<file path="src/pofbc_pkg.sv">
// Package: shared constants, codes and control types for the free block cache.
`default_nettype none
package pofbc_pkg;

  // defaults for the top level parameters
  localparam int unsigned NUM_CACHES_DEF = 8;
  localparam int unsigned NUM_ORDERS_DEF = 16;
  localparam int unsigned MAX_LANE_DEF   = 16;

  // log2 of the smallest block in bytes
  localparam int unsigned MIN_BLOCK_LOG2 = 12;
  // most results one drain transaction returns
  localparam int unsigned MAX_RESULTS    = 16;

  localparam int unsigned OPCODE_W = 2;
  localparam int unsigned CINDEX_W = 3;
  localparam int unsigned ORDER_W  = 4;
  localparam int unsigned OFFSET_W = 48;
  localparam int unsigned STATUS_W = 3;
  localparam int unsigned BYTES_W  = 40;
  localparam int unsigned COUNT_W  = 32;
  localparam int unsigned BUDGET_W = 32;
  localparam int unsigned SHIFT_W  = 7;

  localparam logic [BUDGET_W-1:0] BUDGET_RESET = 32'd1048576;

  localparam logic [OPCODE_W-1:0] OP_ALLOC = 2'd0;
  localparam logic [OPCODE_W-1:0] OP_FREE  = 2'd1;
  localparam logic [OPCODE_W-1:0] OP_DRAIN = 2'd2;

  localparam logic [STATUS_W-1:0] ST_HIT      = 3'd0;
  localparam logic [STATUS_W-1:0] ST_EMPTY    = 3'd1;
  localparam logic [STATUS_W-1:0] ST_UNCACHED = 3'd2;
  localparam logic [STATUS_W-1:0] ST_FULL     = 3'd3;
  localparam logic [STATUS_W-1:0] ST_DRAINED  = 3'd4;

  // what the current request turns into once its fill count is known
  typedef enum logic [1:0] {
    OC_IGNORE,
    OC_SINGLE,
    OC_POP
  } outcome_e;

  typedef struct packed {
    logic capture;      // take the input transaction, read its fill count
    logic commit;       // apply fill, store and counter updates
    logic load_single;  // load the one-shot result into the output register
    logic start_pop;    // first store read of a pop run
    logic pop_next;     // following store read of a pop run
    logic pop_load;     // load popped offset into the output register
  } pofbc_cmd_t;

  typedef struct packed {
    outcome_e outcome;
    logic     out_free;
    logic     pop_last;
  } pofbc_sts_t;

endpackage
`default_nettype wire

</file>
<file path="src/pofbc_ctrl.sv">
// Controller: sequences accept, execute and pop phases of one transaction.
`default_nettype none
module pofbc_ctrl import pofbc_pkg::*; (
  input  wire logic       clk_i,
  input  wire logic       rst_ni,
  input  wire logic       in_valid_i,
  output logic            in_stall_o,
  input  wire pofbc_sts_t sts_i,
  output pofbc_cmd_t      cmd_o
);

  localparam logic [1:0] S_IDLE = 2'd0;
  localparam logic [1:0] S_EXEC = 2'd1;
  localparam logic [1:0] S_POP  = 2'd2;

  logic [1:0] state_q, state_d;

  always_comb begin
    state_d = state_q;
    cmd_o   = '0;
    case (state_q)
      S_IDLE: begin
        if (in_valid_i) begin
          cmd_o.capture = 1'b1;
          state_d       = S_EXEC;
        end
      end
      S_EXEC: begin
        case (sts_i.outcome)
          OC_SINGLE: begin
            // single result waits for room in the output register
            if (sts_i.out_free) begin
              cmd_o.commit      = 1'b1;
              cmd_o.load_single = 1'b1;
              state_d           = S_IDLE;
            end
          end
          OC_POP: begin
            cmd_o.commit    = 1'b1;
            cmd_o.start_pop = 1'b1;
            state_d         = S_POP;
          end
          default: begin
            state_d = S_IDLE;
          end
        endcase
      end
      S_POP: begin
        if (sts_i.out_free) begin
          cmd_o.pop_load = 1'b1;
          if (sts_i.pop_last) begin
            state_d = S_IDLE;
          end else begin
            cmd_o.pop_next = 1'b1;
          end
        end
      end
      default: begin
        state_d = S_IDLE;
      end
    endcase
  end

  always_ff @(posedge clk_i or negedge rst_ni) begin
    if (!rst_ni) begin
      state_q <= S_IDLE;
    end else begin
      state_q <= state_d;
    end
  end

  assign in_stall_o = (state_q != S_IDLE);

endmodule
`default_nettype wire

</file>
<file path="config.mk">
export PLATFORM = sky130hd
export DESIGN_NAME = pofbc_ctrl
export DESIGN_NICKNAME = d
export VERILOG_FILES = /design/src/pofbc_pkg.sv /design/src/pofbc_ctrl.sv
export SDC_FILE = /design/constraint.sdc
export NUM_CORES = 1
export LEC_CHECK = 0
export BUFFER_PORTS_ARGS = -buffer_cell sky130_fd_sc_hd__buf_4
export CORE_AREA = 2 2 39 41
export CTS_CLUSTER_SIZE = 30
export DETAILED_ROUTE_END_ITERATION = 12
export DIE_AREA = 0 0 41 43
export PLACE_DENSITY = 0.41
export SETUP_SLACK_MARGIN = 0.3
export SKIP_CTS_REPAIR_TIMING = 1
export SKIP_LAST_GASP = 1
export SLEW_MARGIN = 0
export SYNTH_ARGS = -nofsm -noshare
export SYNTH_HDL_FRONTEND = slang
export SYNTH_SLANG_ARGS = --single-unit
</file>
<file path="constraint.sdc">
create_clock -name clk_i -period 2.3 [get_ports clk_i]
set_input_delay 0.115 -clock clk_i [delete_from_list [all_inputs] [get_ports clk_i]]
set_output_delay 0.115 -clock clk_i [all_outputs]
set_load 0.05 [all_outputs]
</file>
==> flow_summary.json <==
{
  "synth-edff-count": 0,
  "pwr-share-clk_pct": 35.1,
  "synth_seq_cells": 2,
  "end_kind": "output pin",
  "async_flop_share_pct": 100,
  "fin_nets": 51,
  "p_leak_uw": 0.000181,
  "intPower_uw": 134,
  "cts_tree": "yes",
  "crit_start": "state_q[0]$_DFFE_PN0P_",
  "r2r-end": "state_q[1]$_DFFE_PN0P_",
  "fin_ws_ns": 0.966,
  "syn-cell-area_um2": 184,
  "fp.dieArea_um2": 1760,
  "post-place-ws_ns": 1.19,
  "report.final.slew_viol_count": 0,
  "drive_above_1_share_pct": 45.0,
  "rsz0062_at_grt": "false",
  "place_area_um2": 308,
  "insertion_delay_ns": 0.23,
  "seqPwrFrac_pct": 21.8,
  "drv_cap": 0,
  "min_period_ns": 1.33,
  "diodes": 0,
  "layout_common_cells": "buf_4, inv_1, clkbuf_4",
  "htree_levels": 1,
  "port_buffers": 13,
  "syn_avg_cell_area_um2": 8.00,
  "worst_pin_slew_ns": 0.218,
  "fin_crit_sh_pct": 58.0,
  "drc": 0,
  "dp_hpwl_um": 389,
  "cts.sinks": 2,
  "seq_area_frac_synth_pct": 27.2,
  "r2r_slack_ns": 1.30,
  "status": "finished clean",
  "wire_per_inst_um": 8.89,
  "dr.pass1.iters": 2,
  "final_cell_area_um2": 340,
  "fin_tns_setup_ns": 0,
  "ioPinCount": 14,
  "power_frac_comb_pct": 43.1,
  "avgViaCountPerCell": 3.70,
  "grt_pass1_wl_um": 752,
  "relSlewSlack_pct": 85.4,
  "utilization_pct": 24.6,
  "cts_root_buf": "clkbuf_4",
  "critPathLaunchType": "flip-flop",
  "coreArea_um2": 1380,
  "irDropWorstVdd_mv": 0.215,
  "synth_cell_type_count": 15,
  "drt_iter0_drc": 7,
  "crit_type": "flip-flop to output pin",
  "p_sw_uw": 88.4,
  "fp.dieH_um": 43,
  "reg2reg_depth": 2,
  "synth-main-ff-cell": "dfrtp_1",
  "hold_violations": 0,
  "layout.cells.non_filler": 56,
  "dr_total_vias": 207,
  "largest_registers": "state_q: 2 flops",
  "row_count": 14,
  "synth_warnings": 0,
  "regMostFlops": "state_q",
  "reg2reg_from": "state_q[1]$_DFFE_PN0P_",
  "routed_wl_um": 498,
  "arrival_ns": 1.22,
  "grt_pass1_vias": 197,
  "grtUsageTotal_pct": 7.03,
  "cp.required_ns": 2.18,
  "numCtsBuffers": 3,
  "dp.cells": 52,
  "power_switching_share_pct": 39.8,
  "grt-ovfl-total": 0,
  "grt_max_degree": 8,
  "start_util_pct": 13.3,
  "area_delta_synth_final_pct": 85.0,
  "path_clk_slew_ns": 0.03,
  "power_density_nw_per_um2": 653,
  "die_w_um": 41,
  "final_common_cell": "buf_4",
  "cp_max_fo": 6,
  "finalSetupViolCount": 0,
  "clock_path_buffers": 2,
  "worstSetupEndpoint": "cmd_o[4]",
  "place.gp.congestion": 0.691,
  "hold_path_class": "primary input to flip-flop",
  "largest_register_ff_count": 2,
  "syn_inst": 23,
  "antenna_found_initial": 0,
  "ant_nets": 0,
  "synth_nets": 32,
  "final.setup_skew_ns": 0.00548,
  "timing.fmax_ghz": 0.750
}
[worst min-delay path by stage]
| stage | slack [ns] | cells past startpoint | to | start |
|---|---|---|---|---|
| final | 0.17 | 3 | state_q[0]$_DFFE_PN0P_ | in_valid_i |
| after detailed placement | -0.10 | 1 | state_q[0]$_DFFE_PN0P_ | rst_ni |
| after floorplan | -0.18 | 0 | state_q[0]$_DFFE_PN0P_ | rst_ni |
| after global routing | 0.17 | 3 | state_q[0]$_DFFE_PN0P_ | in_valid_i |
| after CTS | -0.34 | 1 | state_q[0]$_DFFE_PN0P_ | rst_ni |
| after global placement | -0.10 | 1 | state_q[0]$_DFFE_PN0P_ | rst_ni |
[cell families (layout without fill, tap and decap cells)]
family / Yosys count / in the layout / synth area share (%)
fa+ha+maj: 2 / 2 / 13.6
compound gates: 3 / 3 / 10.9
flops: 2 / 2 / 27.2
simple gates: 12 / 12 / 40.1
buf+inv: 4 / 21 / 8.16
[area by class of cell]
type | count | area [um^2]
Tap cell | 16 | 20.0
Multi-Input combinational cell | 17 | 125
Clock buffer | 3 | 22.5
Inverter | 4 | 15.0
Timing Repair Buffer | 14 | 108
Fill cell | 157 | 1040
Sequential cell | 2 | 50.0
[power groups by stage]
stage	combinational, uW	clock, uW	sequential [uW]
2_1_floorplan	64.7	0	46.6
3_3_place_gp	95.8	0	48.4
3_5_place_dp	95.7	0	49.0
4_1_cts	96.0	83.3	48.5
5_1_grt	101	90.7	50.3
6_report	95.7	77.9	48.5
[Yosys cell counts, types with 2 or more instances]
| cell type | count | area, um^2 |
|---|---|---|
| a21oi_1 | 2 | 10.0 |
| ha_1 | 2 | 25.0 |
| inv_1 | 4 | 15.0 |
| nand2b_1 | 2 | 12.5 |
| dfrtp_1 | 2 | 50.1 |
| nand2_1 | 2 | 7.51 |
[through the flow]
step	total power, uW	hold WS, ns
2_1_floorplan	111	-0.181
3_3_place_gp	144	-0.101
3_5_place_dp	145	-0.101
4_1_cts	228	-0.345
5_1_grt	242	0.172
6_report	222	0.168
[critical path, stage by stage (launching register included)]
cell and delay [ns]:
dfrtp_1 0.39, inv_1 0.10, nor4_2 0.27, buf_4 0.24
[layer usage]
metal / vias to the layer above / part of all wire [%] / global-route usage [%]
met4: 0 / 0 / 8.00
li1: 111 / - / -
met5: - / 0 / 0
met2: 5 / 51 / 7.81
met1: 91 / 45 / 7.72
met3: 0 / 3.8 / 4.71
(Power assumes the default switching activity.)
